**src/design/fsi_pkg.sv**
```systemverilog
package fsi_pkg;

  localparam int NUM_CHAN_DEF = 8;
  localparam int MAX_REP = 3;

  typedef enum logic [2:0] {
    ST_BOOT     = 3'd0,
    ST_IDLE     = 3'd1,
    ST_ARMED    = 3'd2,
    ST_PREFIRE  = 3'd3,
    ST_FIRING   = 3'd4,
    ST_POSTFIRE = 3'd5,
    ST_LINKLOST = 3'd6,
    ST_ERROR    = 3'd7
  } st_t;

  localparam logic [3:0] CMD_TICK      = 4'd0;
  localparam logic [3:0] CMD_LINK_UP   = 4'd1;
  localparam logic [3:0] CMD_ARM       = 4'd2;
  localparam logic [3:0] CMD_DISARM    = 4'd3;
  localparam logic [3:0] CMD_CEASE     = 4'd4;
  localparam logic [3:0] CMD_LAUNCH    = 4'd5;
  localparam logic [3:0] CMD_SENSE     = 4'd6;
  localparam logic [3:0] CMD_KEY       = 4'd7;
  localparam logic [3:0] CMD_BATT_CRIT = 4'd8;
  localparam logic [3:0] CMD_LINK_LOST = 4'd9;
  localparam logic [3:0] CMD_LINK_REC  = 4'd10;
  localparam logic [3:0] CMD_WELD      = 4'd11;
  localparam logic [3:0] CMD_PULSE_END = 4'd12;

  localparam logic [1:0] KIND_NONE = 2'd0;
  localparam logic [1:0] KIND_ACK  = 2'd1;
  localparam logic [1:0] KIND_NACK = 2'd2;

  localparam logic [1:0] MSG_ARM    = 2'd0;
  localparam logic [1:0] MSG_DISARM = 2'd1;
  localparam logic [1:0] MSG_CEASE  = 2'd2;
  localparam logic [1:0] MSG_FIRE   = 2'd3;

  localparam logic [7:0] NK_INVALID_CH    = 8'd0;
  localparam logic [7:0] NK_ALREADY_ARMED = 8'd1;
  localparam logic [7:0] NK_SWITCH_OFF    = 8'd2;
  localparam logic [7:0] NK_NO_CONT       = 8'd3;
  localparam logic [7:0] NK_LOW_BATT      = 8'd4;
  localparam logic [7:0] NK_COMM          = 8'd5;
  localparam logic [7:0] NK_WRONG_STATE   = 8'd6;
  localparam logic [7:0] NK_SENSE_FAULT   = 8'd7;

  localparam logic [1:0] ERRB_NONE  = 2'd0;
  localparam logic [1:0] ERRB_RELAY = 2'd1;
  localparam logic [1:0] ERRB_VBAT  = 2'd2;

  localparam logic [2:0] SIREN_QUIET = 3'd0;
  localparam logic [2:0] SIREN_PULSE = 3'd1;
  localparam logic [2:0] SIREN_CONT  = 3'd2;
  localparam logic [2:0] SIREN_LINK  = 3'd3;
  localparam logic [2:0] SIREN_ERR   = 3'd4;

  localparam logic [2:0] LED_STATUS  = 3'd0;
  localparam logic [2:0] LED_ARMED   = 3'd1;
  localparam logic [2:0] LED_PREFIRE = 3'd2;
  localparam logic [2:0] LED_FIRING  = 3'd3;
  localparam logic [2:0] LED_ERROR   = 3'd4;

  localparam logic [2:0] REG_ARM_TO    = 3'd0;
  localparam logic [2:0] REG_PREFIRE   = 3'd1;
  localparam logic [2:0] REG_AUTH_TO   = 3'd2;
  localparam logic [2:0] REG_COOLDOWN  = 3'd3;
  localparam logic [2:0] REG_VERIFY_TO = 3'd4;
  localparam logic [2:0] REG_MIN_BATT  = 3'd5;
  localparam logic [2:0] REG_PROT_MASK = 3'd6;
  localparam logic [2:0] REG_PULSE_LL  = 3'd7;

  typedef struct packed {
    logic [3:0]  cmd;
    logic [31:0] time_ms;
    logic [7:0]  channel;
    logic [31:0] cmd_seq;
    logic [31:0] rx_time_ms;
    logic        level;
    logic        key_on;
    logic        arm_sense_on;
    logic        continuity_open;
    logic [15:0] battery_mv;
    logic        link_healthy;
  } in_item_t;

  typedef struct packed {
    logic [1:0]  reply_kind;
    logic [1:0]  reply_msg;
    logic [31:0] reply_seq;
    logic [7:0]  reply_value;
    logic [2:0]  fsm_state;
    logic [3:0]  armed_chan;
    logic [1:0]  error_bits;
    logic        arm_relay;
    logic [3:0]  fire_relay_chan;
    logic [2:0]  siren_mode;
    logic [2:0]  led_mode;
    logic        last;
  } out_item_t;

  typedef struct packed {
    logic [31:0] arm_to;
    logic [31:0] prefire;
    logic [31:0] auth_to;
    logic [31:0] cooldown;
    logic [15:0] verify_to;
    logic [15:0] min_batt;
    logic [7:0]  prot_mask;
    logic        pulse_ll;
  } cfg_t;

  typedef struct packed {
    st_t         st;
    logic [3:0]  ach;
    logic [3:0]  fch;
    logic [1:0]  ef;
    logic [31:0] ast;
    logic [31:0] pst;
    logic [31:0] post;
    logic        vp;
    logic [3:0]  vch;
    logic [31:0] vst;
    logic [31:0] vseq;
    logic        llp;
    logic [31:0] lft;
    logic        arr;
    logic [3:0]  frr;
    logic [2:0]  sir;
    logic [2:0]  led;
  } core_t;

  typedef struct packed {
    logic [1:0]  kind;
    logic [1:0]  msg;
    logic [31:0] seq;
    logic [7:0]  val;
  } reply_t;

  typedef struct packed {
    logic [1:0]   n;
    reply_t [2:0] rep;
  } rep_list_t;

  typedef struct packed {
    st_t        st;
    logic [3:0] ach;
    logic [1:0] ef;
    logic       arr;
    logic [3:0] frr;
    logic [2:0] sir;
    logic [2:0] led;
  } status_t;

  typedef struct packed {
    rep_list_t r;
    status_t   s;
  } bundle_t;

  function automatic rep_list_t push(rep_list_t l, logic [1:0] k, logic [1:0] m,
                                     logic [31:0] sq, logic [7:0] v);
    rep_list_t o;
    o = l;
    if (o.n < 2'(MAX_REP)) begin
      o.rep[o.n] = '{kind: k, msg: m, seq: sq, val: v};
      o.n = o.n + 2'd1;
    end
    return o;
  endfunction

  function automatic core_t relays_safe(core_t s);
    core_t o;
    o = s;
    o.arr = 1'b0;
    o.frr = 4'd0;
    return o;
  endfunction

  function automatic core_t clear_common(core_t s);
    core_t o;
    o = relays_safe(s);
    o.ach = 4'd0;
    o.fch = 4'd0;
    o.ast = 32'd0;
    o.pst = 32'd0;
    o.lft = 32'd0;
    o.llp = 1'b0;
    o.led = LED_STATUS;
    return o;
  endfunction

  function automatic core_t go_disarm(core_t s);
    core_t o;
    o = clear_common(s);
    o.sir = SIREN_QUIET;
    o.st = ST_IDLE;
    return o;
  endfunction

  function automatic core_t go_link_lost(core_t s);
    core_t o;
    o = clear_common(s);
    o.sir = SIREN_LINK;
    o.st = ST_LINKLOST;
    return o;
  endfunction

  function automatic core_t go_error(core_t s, logic [1:0] flag);
    core_t o;
    o = clear_common(s);
    o.sir = SIREN_ERR;
    o.led = LED_ERROR;
    o.ef = o.ef | flag;
    o.post = 32'd0;
    o.st = ST_ERROR;
    return o;
  endfunction

  function automatic core_t verify_clear(core_t s);
    core_t o;
    o = s;
    o.vp = 1'b0;
    o.vch = 4'd0;
    o.vst = 32'd0;
    return o;
  endfunction

  function automatic core_t firing_to_idle(core_t s);
    core_t o;
    o = relays_safe(s);
    o.sir = SIREN_QUIET;
    o.fch = 4'd0;
    o.ach = 4'd0;
    o.llp = 1'b0;
    o.led = LED_STATUS;
    o.st = ST_IDLE;
    return o;
  endfunction

endpackage

```
**src/design/fsi_if.sv**
```systemverilog
interface fsi_in_if;
  import fsi_pkg::*;
  logic     valid;
  logic     ready;
  in_item_t item;
  modport source (output valid, output item, input ready);
  modport sink (input valid, input item, output ready);
endinterface

interface fsi_out_if;
  import fsi_pkg::*;
  logic      valid;
  logic      ready;
  out_item_t item;
  modport source (output valid, output item, input ready);
  modport sink (input valid, input item, output ready);
endinterface

```
**src/design/fsi_step.sv**
```systemverilog
module fsi_step #(
  parameter int NUM_CHAN = fsi_pkg::NUM_CHAN_DEF
) (
  input  fsi_pkg::core_t   cur_i,
  input  fsi_pkg::cfg_t    cfg_i,
  input  fsi_pkg::in_item_t item_i,
  output fsi_pkg::core_t   nxt_o,
  output fsi_pkg::bundle_t bundle_o
);
  import fsi_pkg::*;

  always_comb begin
    core_t       s;
    rep_list_t   l;
    logic [31:0] t;
    logic [7:0]  ch;
    logic [7:0]  g;
    logic        g_fail;
    logic [3:0]  vc;
    logic        dm;
    logic        nlvl;

    s = cur_i;
    l = '0;
    vc = 4'd0;
    dm = 1'b0;
    t = item_i.time_ms;
    ch = item_i.channel;
    nlvl = (item_i.cmd == CMD_SENSE || item_i.cmd == CMD_KEY) && !item_i.level;

    // arming guard, first failing check wins
    g_fail = 1'b1;
    g = NK_INVALID_CH;
    if (ch == 8'd0 || ch > 8'(NUM_CHAN)) g = NK_INVALID_CH;
    else if (s.ach != 4'd0) g = NK_ALREADY_ARMED;
    else if (!cfg_i.prot_mask[3'(ch - 8'd1)]) g = NK_INVALID_CH;
    else if (!item_i.key_on) g = NK_SWITCH_OFF;
    else if (item_i.continuity_open) g = NK_NO_CONT;
    else if (item_i.battery_mv < cfg_i.min_batt) g = NK_LOW_BATT;
    else if (!item_i.link_healthy) g = NK_COMM;
    else g_fail = 1'b0;

    // event rule
    if (item_i.cmd == CMD_WELD) begin
      if (s.st != ST_ERROR) begin
        if (s.vp) begin
          s = verify_clear(s);
          l = push(l, KIND_NACK, MSG_ARM, s.vseq, NK_SENSE_FAULT);
        end
        s = go_error(s, ERRB_RELAY);
      end
    end else begin
      unique case (s.st)
        ST_BOOT: begin
          if (item_i.cmd == CMD_LINK_UP) begin
            s.st = ST_IDLE;
            s.led = LED_STATUS;
          end
        end
        ST_IDLE: begin
          if (item_i.cmd == CMD_ARM) begin
            if (g_fail) l = push(l, KIND_NACK, MSG_ARM, item_i.cmd_seq, g);
            else begin
              s.arr = 1'b1;
              if (item_i.arm_sense_on) begin
                s.ach = ch[3:0];
                s.ast = t;
                s.sir = SIREN_PULSE;
                s.led = LED_ARMED;
                l = push(l, KIND_ACK, MSG_ARM, item_i.cmd_seq, ch);
                s.st = ST_ARMED;
              end else begin
                s.vp = 1'b1;
                s.vch = ch[3:0];
                s.vseq = item_i.cmd_seq;
                s.vst = t;
              end
            end
          end else if (item_i.cmd == CMD_SENSE) begin
            if (s.vp && item_i.level) begin
              vc = s.vch;
              s = verify_clear(s);
              s.ach = vc;
              s.ast = t;
              s.sir = SIREN_PULSE;
              s.led = LED_ARMED;
              l = push(l, KIND_ACK, MSG_ARM, s.vseq, {4'd0, vc});
              s.st = ST_ARMED;
            end
          end else if (item_i.cmd == CMD_DISARM) begin
            l = push(l, KIND_ACK, MSG_DISARM, item_i.cmd_seq, ch);
          end else if (item_i.cmd == CMD_CEASE) begin
            if (s.vp) begin
              s = verify_clear(relays_safe(s));
              l = push(l, KIND_NACK, MSG_ARM, s.vseq, NK_WRONG_STATE);
            end
            l = push(l, KIND_ACK, MSG_CEASE, item_i.cmd_seq, 8'd0);
          end else if (item_i.cmd == CMD_LAUNCH) begin
            if (s.vp) begin
              s = verify_clear(relays_safe(s));
              l = push(l, KIND_NACK, MSG_ARM, s.vseq, NK_WRONG_STATE);
            end
            l = push(l, KIND_NACK, MSG_FIRE, item_i.cmd_seq, NK_WRONG_STATE);
          end else if (item_i.cmd == CMD_BATT_CRIT) begin
            if (s.vp) begin
              s = verify_clear(relays_safe(s));
              l = push(l, KIND_NACK, MSG_ARM, s.vseq, NK_LOW_BATT);
            end
            s = go_error(s, ERRB_VBAT);
          end else if (item_i.cmd == CMD_LINK_LOST) begin
            if (s.vp) s = verify_clear(relays_safe(s));
            s = go_link_lost(s);
          end
        end
        ST_ARMED: begin
          if (item_i.cmd == CMD_LAUNCH) begin
            if (ch != {4'd0, s.ach}) begin
              l = push(l, KIND_NACK, MSG_FIRE, item_i.cmd_seq, NK_WRONG_STATE);
            end else if (!item_i.arm_sense_on) begin
              l = push(l, KIND_NACK, MSG_FIRE, item_i.cmd_seq, NK_SWITCH_OFF);
              s = go_disarm(s);
            end else begin
              s.pst = t;
              s.ast = 32'd0;
              s.lft = item_i.rx_time_ms;
              s.sir = SIREN_CONT;
              s.led = LED_PREFIRE;
              l = push(l, KIND_ACK, MSG_FIRE, item_i.cmd_seq, {4'd0, s.ach});
              s.st = ST_PREFIRE;
            end
          end else if (item_i.cmd == CMD_DISARM) begin
            l = push(l, KIND_ACK, MSG_DISARM, item_i.cmd_seq, ch);
            s = go_disarm(s);
          end else if (item_i.cmd == CMD_CEASE) begin
            l = push(l, KIND_ACK, MSG_CEASE, item_i.cmd_seq, 8'd0);
            s = go_disarm(s);
          end else if (item_i.cmd == CMD_ARM) begin
            l = push(l, KIND_NACK, MSG_ARM, item_i.cmd_seq, NK_ALREADY_ARMED);
          end else if (nlvl) s = go_disarm(s);
          else if (item_i.cmd == CMD_BATT_CRIT) s = go_error(s, ERRB_VBAT);
          else if (item_i.cmd == CMD_LINK_LOST) s = go_link_lost(s);
        end
        ST_PREFIRE: begin
          if (item_i.cmd == CMD_CEASE) begin
            l = push(l, KIND_ACK, MSG_CEASE, item_i.cmd_seq, 8'd0);
            s = go_disarm(s);
          end else if (item_i.cmd == CMD_LAUNCH) begin
            if (ch == {4'd0, s.ach}) s.lft = item_i.rx_time_ms;
          end else if (nlvl) s = go_disarm(s);
          else if (item_i.cmd == CMD_DISARM) begin
            l = push(l, KIND_ACK, MSG_DISARM, item_i.cmd_seq, ch);
            s = go_disarm(s);
          end else if (item_i.cmd == CMD_ARM) begin
            l = push(l, KIND_NACK, MSG_ARM, item_i.cmd_seq, NK_WRONG_STATE);
          end else if (item_i.cmd == CMD_BATT_CRIT) s = go_error(s, ERRB_VBAT);
          else if (item_i.cmd == CMD_LINK_LOST) s = go_link_lost(s);
        end
        ST_FIRING: begin
          if (item_i.cmd == CMD_PULSE_END) begin
            s = relays_safe(s);
            s.sir = SIREN_QUIET;
            s.fch = 4'd0;
            s.ach = 4'd0;
            s.led = LED_STATUS;
            if (s.llp) begin
              s.llp = 1'b0;
              s.sir = SIREN_LINK;
              s.st = ST_LINKLOST;
            end else begin
              s.post = t;
              s.st = ST_POSTFIRE;
            end
          end else if (item_i.cmd == CMD_CEASE) begin
            s = firing_to_idle(s);
            l = push(l, KIND_ACK, MSG_CEASE, item_i.cmd_seq, 8'd0);
          end else if (nlvl) s = firing_to_idle(s);
          else if (item_i.cmd == CMD_ARM) begin
            l = push(l, KIND_NACK, MSG_ARM, item_i.cmd_seq, NK_WRONG_STATE);
          end else if (item_i.cmd == CMD_DISARM) begin
            s = firing_to_idle(s);
            l = push(l, KIND_ACK, MSG_DISARM, item_i.cmd_seq, 8'd0);
          end else if (item_i.cmd == CMD_BATT_CRIT) s.ef = s.ef | ERRB_VBAT;
          else if (item_i.cmd == CMD_LINK_LOST) begin
            if (cfg_i.pulse_ll) s.llp = 1'b1;
            else begin
              s = relays_safe(s);
              s.fch = 4'd0;
              s.ach = 4'd0;
              s.sir = SIREN_LINK;
              s.led = LED_STATUS;
              s.st = ST_LINKLOST;
            end
          end
        end
        ST_POSTFIRE: begin
          if (item_i.cmd == CMD_ARM) begin
            l = push(l, KIND_NACK, MSG_ARM, item_i.cmd_seq, NK_WRONG_STATE);
          end else if (item_i.cmd == CMD_CEASE) begin
            l = push(l, KIND_ACK, MSG_CEASE, item_i.cmd_seq, 8'd0);
          end else if (item_i.cmd == CMD_DISARM) begin
            l = push(l, KIND_ACK, MSG_DISARM, item_i.cmd_seq, ch);
          end else if (item_i.cmd == CMD_LINK_LOST) s = go_link_lost(s);
          else if (item_i.cmd == CMD_BATT_CRIT) s = go_error(s, ERRB_VBAT);
          if (s.ef[1]) s = go_error(s, ERRB_NONE);
        end
        ST_LINKLOST: begin
          if (item_i.cmd == CMD_LINK_REC) begin
            s.sir = SIREN_QUIET;
            s.led = LED_STATUS;
            s.st = ST_IDLE;
          end
        end
        ST_ERROR: begin
        end
        default: begin
        end
      endcase
    end

    // timer rules
    if (s.vp && s.vst != 32'd0 && (t - s.vst) >= {16'd0, cfg_i.verify_to}) begin
      s = verify_clear(relays_safe(s));
      l = push(l, KIND_NACK, MSG_ARM, s.vseq, NK_SENSE_FAULT);
    end
    if (s.st == ST_ARMED && s.ast != 32'd0 && (t - s.ast) >= cfg_i.arm_to) s = go_disarm(s);
    if (s.st == ST_PREFIRE && s.pst != 32'd0 && (t - s.pst) >= cfg_i.prefire) begin
      dm = s.lft != 32'd0 && (t - s.lft) < cfg_i.auth_to;
      if (!dm || !item_i.link_healthy || !item_i.key_on || !item_i.arm_sense_on) begin
        s = go_disarm(s);
      end else begin
        s.fch = s.ach;
        s.frr = s.ach;
        s.led = LED_FIRING;
        s.st = ST_FIRING;
      end
    end
    if (s.st == ST_POSTFIRE && s.post != 32'd0) begin
      if (s.ef[1]) begin
        s.post = 32'd0;
        s = go_error(s, ERRB_NONE);
      end else if ((t - s.post) >= cfg_i.cooldown) begin
        s.post = 32'd0;
        s.led = LED_STATUS;
        s.st = ST_IDLE;
      end
    end

    if (l.n == 2'd0) l = push(l, KIND_NONE, MSG_ARM, 32'd0, 8'd0);

    nxt_o = s;
    bundle_o.r = l;
    bundle_o.s = '{st: s.st, ach: s.ach, ef: s.ef, arr: s.arr, frr: s.frr,
                   sir: s.sir, led: s.led};
  end

endmodule

```
**src/design/fsi_outq.sv**
```systemverilog
module fsi_outq (
  input  logic             clk,
  input  logic             rst_n,
  input  logic             push_i,
  input  fsi_pkg::bundle_t bundle_i,
  output logic             full_o,
  fsi_out_if.source        out_ch
);
  import fsi_pkg::*;

  bundle_t    mem_r [2];
  logic       wr_ptr_r, wr_ptr_nxt;
  logic       rd_ptr_r, rd_ptr_nxt;
  logic [1:0] cnt_r, cnt_nxt;
  logic [1:0] idx_r, idx_nxt;
  bundle_t    head;
  reply_t     rp;
  logic       is_last;
  logic       pop;

  assign head = mem_r[rd_ptr_r];
  assign rp = head.r.rep[idx_r];
  assign is_last = (idx_r == head.r.n - 2'd1);
  assign pop = out_ch.valid && out_ch.ready && is_last;
  assign full_o = (cnt_r == 2'd2);

  assign out_ch.valid = (cnt_r != 2'd0);
  assign out_ch.item = '{reply_kind: rp.kind, reply_msg: rp.msg, reply_seq: rp.seq,
                         reply_value: rp.val, fsm_state: head.s.st,
                         armed_chan: head.s.ach, error_bits: head.s.ef,
                         arm_relay: head.s.arr, fire_relay_chan: head.s.frr,
                         siren_mode: head.s.sir, led_mode: head.s.led, last: is_last};

  always_comb begin
    wr_ptr_nxt = push_i ? ~wr_ptr_r : wr_ptr_r;
    rd_ptr_nxt = pop ? ~rd_ptr_r : rd_ptr_r;
    cnt_nxt = cnt_r + (push_i ? 2'd1 : 2'd0) - (pop ? 2'd1 : 2'd0);
    idx_nxt = idx_r;
    if (out_ch.valid && out_ch.ready) idx_nxt = is_last ? 2'd0 : idx_r + 2'd1;
  end

  always_ff @(posedge clk) begin
    if (!rst_n) begin
      wr_ptr_r <= 1'b0;
      rd_ptr_r <= 1'b0;
      cnt_r <= 2'd0;
      idx_r <= 2'd0;
    end else begin
      wr_ptr_r <= wr_ptr_nxt;
      rd_ptr_r <= rd_ptr_nxt;
      cnt_r <= cnt_nxt;
      idx_r <= idx_nxt;
    end
  end

  always_ff @(posedge clk) begin
    if (push_i) mem_r[wr_ptr_r] <= bundle_i;
  end

endmodule

```
**src/design/firing_sequence_interlock_core.sv**
```systemverilog
// an accepted item's results are registered in the result buffer, then offered
// throughput: one item per cycle while each item gives one result and results are taken;
// results leave one per cycle, so an item with two or three results holds the result port
// until its last leaves, and the two-entry result buffer takes one more item meanwhile before input waits
// reset: synchronous active low rst_n, state to boot, registers to defaults
module firing_sequence_interlock_core #(
  parameter int NUM_CHAN = fsi_pkg::NUM_CHAN_DEF
) (
  input  logic        clk,
  input  logic        rst_n,
  fsi_in_if.sink      in_ch,
  fsi_out_if.source   out_ch,
  input  logic        cfg_we,
  input  logic [2:0]  cfg_idx,
  input  logic [31:0] cfg_data
);
  import fsi_pkg::*;

  // interlock state, updated once per accepted item
  core_t   core_r, core_nxt;
  cfg_t    cfg_r;
  bundle_t bundle;
  logic    full;
  logic    accept;

  // take a new item whenever the result buffer has a free slot
  assign in_ch.ready = !full;
  assign accept = in_ch.valid && in_ch.ready;

  // event rule then timer rules, all in one pass
  fsi_step #(.NUM_CHAN(NUM_CHAN)) u_step (
    .cur_i    (core_r),
    .cfg_i    (cfg_r),
    .item_i   (in_ch.item),
    .nxt_o    (core_nxt),
    .bundle_o (bundle)
  );

  // results of one item wait here and leave one per cycle while the result side is ready
  fsi_outq u_outq (
    .clk      (clk),
    .rst_n    (rst_n),
    .push_i   (accept),
    .bundle_i (bundle),
    .full_o   (full),
    .out_ch   (out_ch)
  );

  // all-zero state is boot with relays open, siren off and led on status
  always_ff @(posedge clk) begin
    if (!rst_n) begin
      core_r <= '0;
    end else if (accept) begin
      core_r <= core_nxt;
    end
  end

  // configuration registers, values masked to their widths
  always_ff @(posedge clk) begin
    if (!rst_n) begin
      cfg_r.arm_to <= 32'd60000;
      cfg_r.prefire <= 32'd3000;
      cfg_r.auth_to <= 32'd500;
      cfg_r.cooldown <= 32'd5000;
      cfg_r.verify_to <= 16'd200;
      cfg_r.min_batt <= 16'd11000;
      cfg_r.prot_mask <= 8'hFF;
      cfg_r.pulse_ll <= 1'b1;
    end else if (cfg_we) begin
      unique case (cfg_idx)
        REG_ARM_TO:    cfg_r.arm_to <= cfg_data;
        REG_PREFIRE:   cfg_r.prefire <= cfg_data;
        REG_AUTH_TO:   cfg_r.auth_to <= cfg_data;
        REG_COOLDOWN:  cfg_r.cooldown <= cfg_data;
        REG_VERIFY_TO: cfg_r.verify_to <= cfg_data[15:0];
        REG_MIN_BATT:  cfg_r.min_batt <= cfg_data[15:0];
        REG_PROT_MASK: cfg_r.prot_mask <= cfg_data[7:0];
        REG_PULSE_LL:  cfg_r.pulse_ll <= cfg_data[0];
        default: begin
        end
      endcase
    end
  end

endmodule

```
**src/flat_wrapper.sv**
```systemverilog
// flat-port wrapper written by rule: the top's interface ports become plain ports
module firing_sequence_interlock_core_flat import fsi_pkg::*;
#(
  parameter int NUM_CHAN = fsi_pkg::NUM_CHAN_DEF
)
  (clk, rst_n, cfg_we, cfg_idx, cfg_data, in_ch_valid, in_ch_item, in_ch_ready, out_ch_valid, out_ch_item, out_ch_ready);
  fsi_in_if in_ch_i ();
  fsi_out_if out_ch_i ();
  input  logic clk;
  input  logic rst_n;
  input  logic cfg_we;
  input  logic [2:0] cfg_idx;
  input  logic [31:0] cfg_data;
  input wire logic [$bits(in_ch_i.valid)-1:0] in_ch_valid;
  input wire logic [$bits(in_ch_i.item)-1:0] in_ch_item;
  output wire logic [$bits(in_ch_i.ready)-1:0] in_ch_ready;
  output wire logic [$bits(out_ch_i.valid)-1:0] out_ch_valid;
  output wire logic [$bits(out_ch_i.item)-1:0] out_ch_item;
  input wire logic [$bits(out_ch_i.ready)-1:0] out_ch_ready;
  assign in_ch_i.valid = in_ch_valid;
  assign in_ch_i.item = in_ch_item;
  assign in_ch_ready = in_ch_i.ready;
  assign out_ch_valid = out_ch_i.valid;
  assign out_ch_item = out_ch_i.item;
  assign out_ch_i.ready = out_ch_ready;
  firing_sequence_interlock_core #(.NUM_CHAN(NUM_CHAN)) u_core (.clk(clk), .rst_n(rst_n), .in_ch(in_ch_i), .out_ch(out_ch_i), .cfg_we(cfg_we), .cfg_idx(cfg_idx), .cfg_data(cfg_data));
endmodule
```
**config.mk**
```make
export PLATFORM = sky130hd
export DESIGN_NAME = firing_sequence_interlock_core_flat
export DESIGN_NICKNAME = d
export VERILOG_FILES = /design/src/design/fsi_pkg.sv /design/src/design/fsi_if.sv /design/src/design/fsi_step.sv /design/src/design/fsi_outq.sv /design/src/design/firing_sequence_interlock_core.sv /design/src/flat_wrapper.sv
export SDC_FILE = /design/constraint.sdc
export NUM_CORES = 2
export LEC_CHECK = 0
export ABC_AREA = 1
export BUFFER_PORTS_ARGS = -buffer_cell sky130_fd_sc_hd__buf_4
export CAP_MARGIN = 20
export CORE_MARGIN = 3
export CORE_UTILIZATION = 45
export DETAILED_ROUTE_END_ITERATION = 6
export HOLD_SLACK_MARGIN = 0.05
export PLACE_DENSITY_LB_ADDON = 0.08
export SYNTH_ARGS = -nofsm -noshare
export SYNTH_HDL_FRONTEND = slang
export SYNTH_SLANG_ARGS = --single-unit
```
**constraint.sdc**
```tcl
create_clock -name clk -period 24 [get_ports clk]
set_clock_uncertainty 0.1 [all_clocks]
set_input_delay 1.2 -clock clk [delete_from_list [all_inputs] [get_ports clk]]
set_output_delay 1.2 -clock clk [all_outputs]
set_load 0.01 [all_outputs]
```
# Word-level counts from Yosys, hierarchy flattened
# Memory sizes are Yosys's and may differ from the RTL's. A register that Yosys moved wholly into a read port is not among the register bits.
# Cells that the tools add are included.
# op_classes
reduce_logical	47
bitwise	4
n_eq_ne	33
add_sub_neg	14
muxes	189
n_lt_le_gt_ge	21
# op_table
cell	n
222-bit 2-to-1 mux	38
134-bit 2-to-1 mux	26
133-bit 2-to-1 mux	24
213-bit case mux with 5 select lines	1
134-bit case mux with 5 select lines	1
132-bit bitwise mux	3
44-bit demux with 2-bit select	4
32-bit 2-to-1 mux	10
44-bit 2-to-1 mux	7
112-bit 2-to-1 mux	2
209-bit 2-to-1 mux	1
69-bit 2-to-1 mux	3
199-bit 2-to-1 mux	1
179-bit 2-to-1 mux	1
178-bit 2-to-1 mux	1
32-bit nonzero test	5
32-bit subtractor	5
132-bit AND	1
132-bit inverter	1
113-bit 2-to-1 mux	1
32-bit >= comparator	3
44-bit binary-select mux with 2-bit select	1
74-bit 2-to-1 mux	1
64-bit 2-to-1 mux	1
50 further kinds	166
# word_totals
output_inout_bits	67
ramBits	308
elab_cells	338
mem_count	1
inputBits	169
register_bits	397
# memory_table
memory	depth	word_bits	read_ports	rd_ports_with_merged_regs	write_ports	line_no	text
u_core.u_outq.mem_r	2	154	1	1	1	fsi_outq.sv:11	bundle_t mem_r [2];

# Depth between registers and ports, before layout
# depth
word_depth	36
depth_mapped	98
ltp_nobuf	94

# Cells and area by module
# Synthesis repeated with hierarchy kept, for this count alone.
# hier_totals
cells_unflattened	7477
hier_area_um2	51304.2
# by_module_without_submodules
module	area_per_inst_um2	cells_each	instances
fsi_step	25261.7	4704	1
firing_sequence_interlock_core	13990.9	1883	1
fsi_outq	12051.6	890	1

# Least setup slack after synthesis
# No wires, ideal clock.
# synth_path
path_kind	in2reg
startpoint	input in_ch_item[85]
endpoint	memory u_core.u_outq.mem_r[0][3] in the netlist's numbering (data pin)
slack_ns	11.141
arrival_time_ns	12.504
stages	88
required_time_ns	23.645
cell_sequence	inv_2 > ha_1 > nand2_1 > nand2_1 > nand2_1 > nor3_1 > nand2_1 > nor2_4 > nand4_1 > buf_2 > buf_1 > nand2_1 > nand2_1 > nand2_1 > nand2_1 > a21oi_1 > inv_1 > ha_1 > (+52 left out) > a21boi_0 > o21ai_0 > a21boi_0 > o21ai_0 > a21boi_0 > o21ai_0 > xor2_1 > ha_1 > nand2_1 > or4_1 > nor4_1 > a21oi_1 > nand2_1 > inv_1 > nor2_1 > inv_1 > nand3_1 > inv_1
# synth_lines
element	line_no	text
from (decl)	flat_wrapper.sv:15	input wire logic [$bits(in_ch_i.item)-1:0] in_ch_item;
to (decl)	fsi_outq.sv:11	

# Worst setup path after layout
# layout_path
startpoint	input in_ch_item[128]
endpoint	register u_core.core_r[156] in the netlist's numbering
# layout_via
elab_chain_cells	27
elab_cells_between_ends	90
# layout_rtl
element	line_no	text
4-bit == test	-	
222-bit 2-to-1 mux	fsi_step.sv:203	else if (item_i.cmd == CMD_BATT_CRIT) s = go_error(s, ERRB_VBAT);
222-bit 2-to-1 mux	fsi_step.sv:202	end else if (item_i.cmd == CMD_LINK_LOST) s = go_link_lost(s);
222-bit 2-to-1 mux	fsi_step.sv:200	end else if (item_i.cmd == CMD_DISARM) begin
222-bit 2-to-1 mux	fsi_step.sv:198	end else if (item_i.cmd == CMD_CEASE) begin
222-bit 2-to-1 mux	fsi_step.sv:196	if (item_i.cmd == CMD_ARM) begin
222-bit 2-to-1 mux	fsi_step.sv:53	unique case (s.st)
222-bit 2-to-1 mux	fsi_step.sv:44	if (item_i.cmd == CMD_WELD) begin
(+9 left out)	-	
1-bit logical AND	fsi_step.sv:227	dm = s.lft != 32'd0 && (t - s.lft) < cfg_i.auth_to;
1-bit logical NOT	fsi_step.sv:228	if (!dm || !item_i.link_healthy || !item_i.key_on || !item_i.arm_sense_on) begin
1-bit logical OR (3 in series)	fsi_step.sv:228	
3-bit 2-to-1 mux	fsi_step.sv:228	
222-bit 2-to-1 mux *	fsi_step.sv:226	if (s.st == ST_PREFIRE && s.pst != 32'd0 && (t - s.pst) >= cfg_i.prefire) begin
3-bit == test	fsi_step.sv:237	if (s.st == ST_POSTFIRE && s.post != 32'd0) begin
1-bit logical AND	fsi_step.sv:237	
222-bit 2-to-1 mux *	fsi_step.sv:237	
to (signal assigned)	firing_sequence_interlock_core.sv:54	core_r <= core_nxt;
to (decl)	firing_sequence_interlock_core.sv:20	core_t core_r, core_nxt;
# Every way passes the cells marked *; elsewhere a longest branch is shown, timed or not. The select of a mux whose other input is x is not followed.
# A chain may end at the register's enable or synchronous reset.

==> out/metrics.csv <==
metric,value,unit
critPathMaxFanout,68,
cp_data_arrival_time,16.71,ns
hold_viol_final,0,
ant_nets,0,
drtIter0Drc,4703,
p_switching,1.82,mW
slowest_stage,buf_4,
hold_path_class,flip-flop to flip-flop,
numPortBuffers,235,
finalCritPeriodShare,0.676,
grt_pass1_vias,42000,
met1_length,70400,um
status,finished clean,
wirelength,178000,um
clkTransAtPathRegs,0.06,ns
critPathRequiredTime,24.49,ns
cts_tree,yes,
yosys_warnings,0,
grtUsageTotal,0.332,
gr-total-overflow,0,
crit_top_cell,nand2_1,
cp-end-kind,flip-flop,
holdPathStages,2,
syn_inst,6197,
die-area,0.104,sq mm
finalCriticalPeriod,16.23,ns
gp_congestion,1.02,
slowest_delay,0.84,ns
async_flop_share,0,
synth_top_family_by_area,compound AO/OA/AOI/OAI gates,
fill_cells,9956,
hold_buffers,0,
tightest_slew,1.21,ns
ys_seq_elements,666,
slew_headroom,0.195,
wl_met2,83300,um
synthSimpleGateAreaFrac,0.200,
finalSetupTns,0,ns
num_io_pins,236,
p_sw_frac,0.408,
avgSynthCellArea,7.29,sq um
pwr-share-clk,0.281,
nNetsFinal,6817,
cts_buffers,80,
synth_adder_area_share,0.0903,
yosys.area_share.xor_xnor,0.0306,
dp_hpwl,124000,um
start_util,0.456,
ys_seq_area_frac,0.356,
die_w,323,um
crit_type,input port to flip-flop,
syn_area,0.0452,sq mm
first_pass_iters,6,
top_layer,met5,
grt_antenna_before_repair,6,
drv_slew,0,
comb_power_share,0.405,
reg2regPathDepth,77,
irDropWorstVdd,0.0579,mV
htreeDepth,3,
area_growth_syn_to_layout,12.6,%
synth.distinct_cells,65,
die_y,323,um
drc,0,
clock_path_buffers,3,
clock_latency,0.68,ns
rows,115,
synth_compound_area_frac,0.235,
placed_cells,7527,
root_buffer,clkbuf_16,
via_per_inst,5.88,
powerDensity,87.9,mW/mm^2
start_kind,input port,
synthMuxAreaShare,0.000222,
wl_per_cell,23.2,um
p_seq_frac,0.314,
ys_dominant_reg_cell,dfxtp_1,
place_area,0.0481,sq mm
cts_sinks,666,
grt_max_degree,154,
maxCapViolCount,0,
rsz0062_at_grt,false,
p_int,2.65,mW
vias,45100,
grt_first_pass_wirelength,263000,um
p_leak,20.4,nW
setup_viol,0,
stdcell_area,0.0508,sq mm
wl_met3,13600,um
final_layout_size_suffix_gt1_frac,0.0825,
synth_edf_count,272,
core,0.0990,sq mm
max_freq,61.6,MHz
instances_no_fill,7681,
post_cts_buffers,0,
cts_resized,0,
final_core_util,0.514,
-- placed cells by master, fill, tap and decap left out, drive strengths merged, types with 7 or more instances in the layout --
| cell | synthesis | final |
|---|---|---|
| a21oi | 695 | 695 |
| a32oi | 24 | 24 |
| a221oi | 16 | 16 |
| o21a | 16 | 16 |
| a2111oi | 7 | 7 |
| nand3 | 289 | 289 |
| o21bai | 9 | 9 |
| dfxtp | 394 | 394 |
| conb | 1 | 66 |
| a31oi | 52 | 52 |
| buf | 69 | 321 |
| o41ai | 20 | 20 |
| o21ai | 678 | 678 |
| o31ai | 8 | 8 |
| a21o | 13 | 13 |
| a22oi | 45 | 45 |
| clkinv | 11 | 30 |
| o22ai | 77 | 77 |
| o211ai | 61 | 61 |
| nor4 | 19 | 19 |
| ha | 318 | 318 |
| edfxtp | 272 | 272 |
| xnor2 | 43 | 43 |
| o221ai | 43 | 43 |
| a21boi | 20 | 20 |
| nand3b | 41 | 41 |
| nand4 | 69 | 69 |
| o2111ai | 17 | 17 |
| nor3 | 34 | 34 |
| o32ai | 28 | 28 |
| nand2 | 1201 | 1201 |
| clkbuf | 271 | 116 |
| xor2 | 115 | 115 |
| inv | 670 | 676 |
| nor2 | 509 | 509 |
| a211oi | 18 | 18 |
-- through the flow --
stage	power, mW	hold WS, ns	setup slack, ns
4_1_cts	4.46	0.362	8.07
6_report	4.47	0.359	7.77
3_5_place_dp	3.21	0.348	7.45
5_1_grt	4.72	0.377	6.17
3_3_place_gp	3.19	0.344	7.70
2_1_floorplan	2.59	0.329	11.14
-- kinds of logic after synthesis --
| logic type | after synthesis |
|---|---|
| muxes | 1 |
| adders and majority gates | 323 |
| buffers and inverters | 1021 |
| other | 1 |
| xor gates and xnor gates | 158 |
| and+or+nand+nor | 2167 |
| AOI/OAI and AO/OA | 1860 |
| DFF | 666 |
-- flip-flops by register name (all words and copies together), names as in the netlist, named ones only --
register	flops
u_core.u_outq.cnt_r	2
u_core.u_outq.wr_ptr_r	1
u_core.u_outq.idx_r	2
u_core.cfg_r	169
u_core.u_outq.mem_r	272
u_core.u_outq.rd_ptr_r	1
u_core.core_r	218
-- Yosys cell counts, types with 22 or more instances --
master | number | area share
xnor2_1 | 43 | 0.0083
xor2_1 | 115 | 0.022
a21oi_1 | 688 | 0.076
buf_1 | 22 | 0.0018
edfxtp_1 | 272 | 0.18
o221ai_1 | 43 | 0.0083
nor2_1 | 495 | 0.041
a32oi_1 | 24 | 0.0047
o22ai_1 | 77 | 0.011
nor3_1 | 33 | 0.0037
clkbuf_1 | 270 | 0.022
nand2_1 | 1192 | 0.099
nand3b_1 | 41 | 0.0068
o21ai_0 | 672 | 0.074
nand3_1 | 289 | 0.032
a22oi_1 | 45 | 0.0075
dfxtp_1 | 394 | 0.17
ha_1 | 318 | 0.088
o211ai_1 | 61 | 0.010
o32ai_1 | 28 | 0.0054
nand4_1 | 69 | 0.0096
buf_2 | 28 | 0.0031
a31oi_1 | 52 | 0.0072
inv_1 | 650 | 0.054
-- final timing paths --
kind / start / endpoint / slack, ns
min: u_core.cfg_r[11] / u_core.cfg_r[11] / 0.36
max reg2reg: u_core.core_r[216] / u_core.core_r[156] / 8.31
min reg2reg: u_core.cfg_r[11] / u_core.cfg_r[11] / 0.36
max: in_ch_item[128] / u_core.core_r[156] / 7.77
-- layer usage --
layer  GRT usage  vias to the layer above
met5           0                        -
met4       0.186                        4
met3      0.0540                      433
met2       0.556                     1912
met1       0.409                    21200
li1            -                    21600
-- critical path: cells and delay by family --
family                     cells  cell delay (ns)
AOI/OAI and AO/OA             27             5.89
and+or+nand+nor               43             5.60
buffers and inverters          8             2.13
adders and majority gates      5             1.29
xor gates and xnor gates       2             0.43
-- area by class of cell --
type	instances	area, sq um	share of cell area
flip-flops and latches	666	16100	0.316
clock buffers	116	2330	0.0458
diodes	3	7.51	0.000148
clock inverters	32	360	0.00709
well taps	1287	1610	0.0317
inverters	681	2560	0.0505
repair buffers	321	2440	0.0480
multi-input cells	4575	25500	0.501
-- power by group through the flow --
| stage | logic (mW) | registers, mW | clock network (mW) |
|---|---|---|---|
| floorplan | 1.19 | 1.40 | 0 |
| global placement | 1.77 | 1.42 | 0 |
| detailed placement | 1.78 | 1.42 | 0 |
| CTS | 1.79 | 1.40 | 1.27 |
| global route | 1.99 | 1.41 | 1.32 |
| finish | 1.81 | 1.40 | 1.25 |
Note: power is estimated with default switching activity, not from simulation.
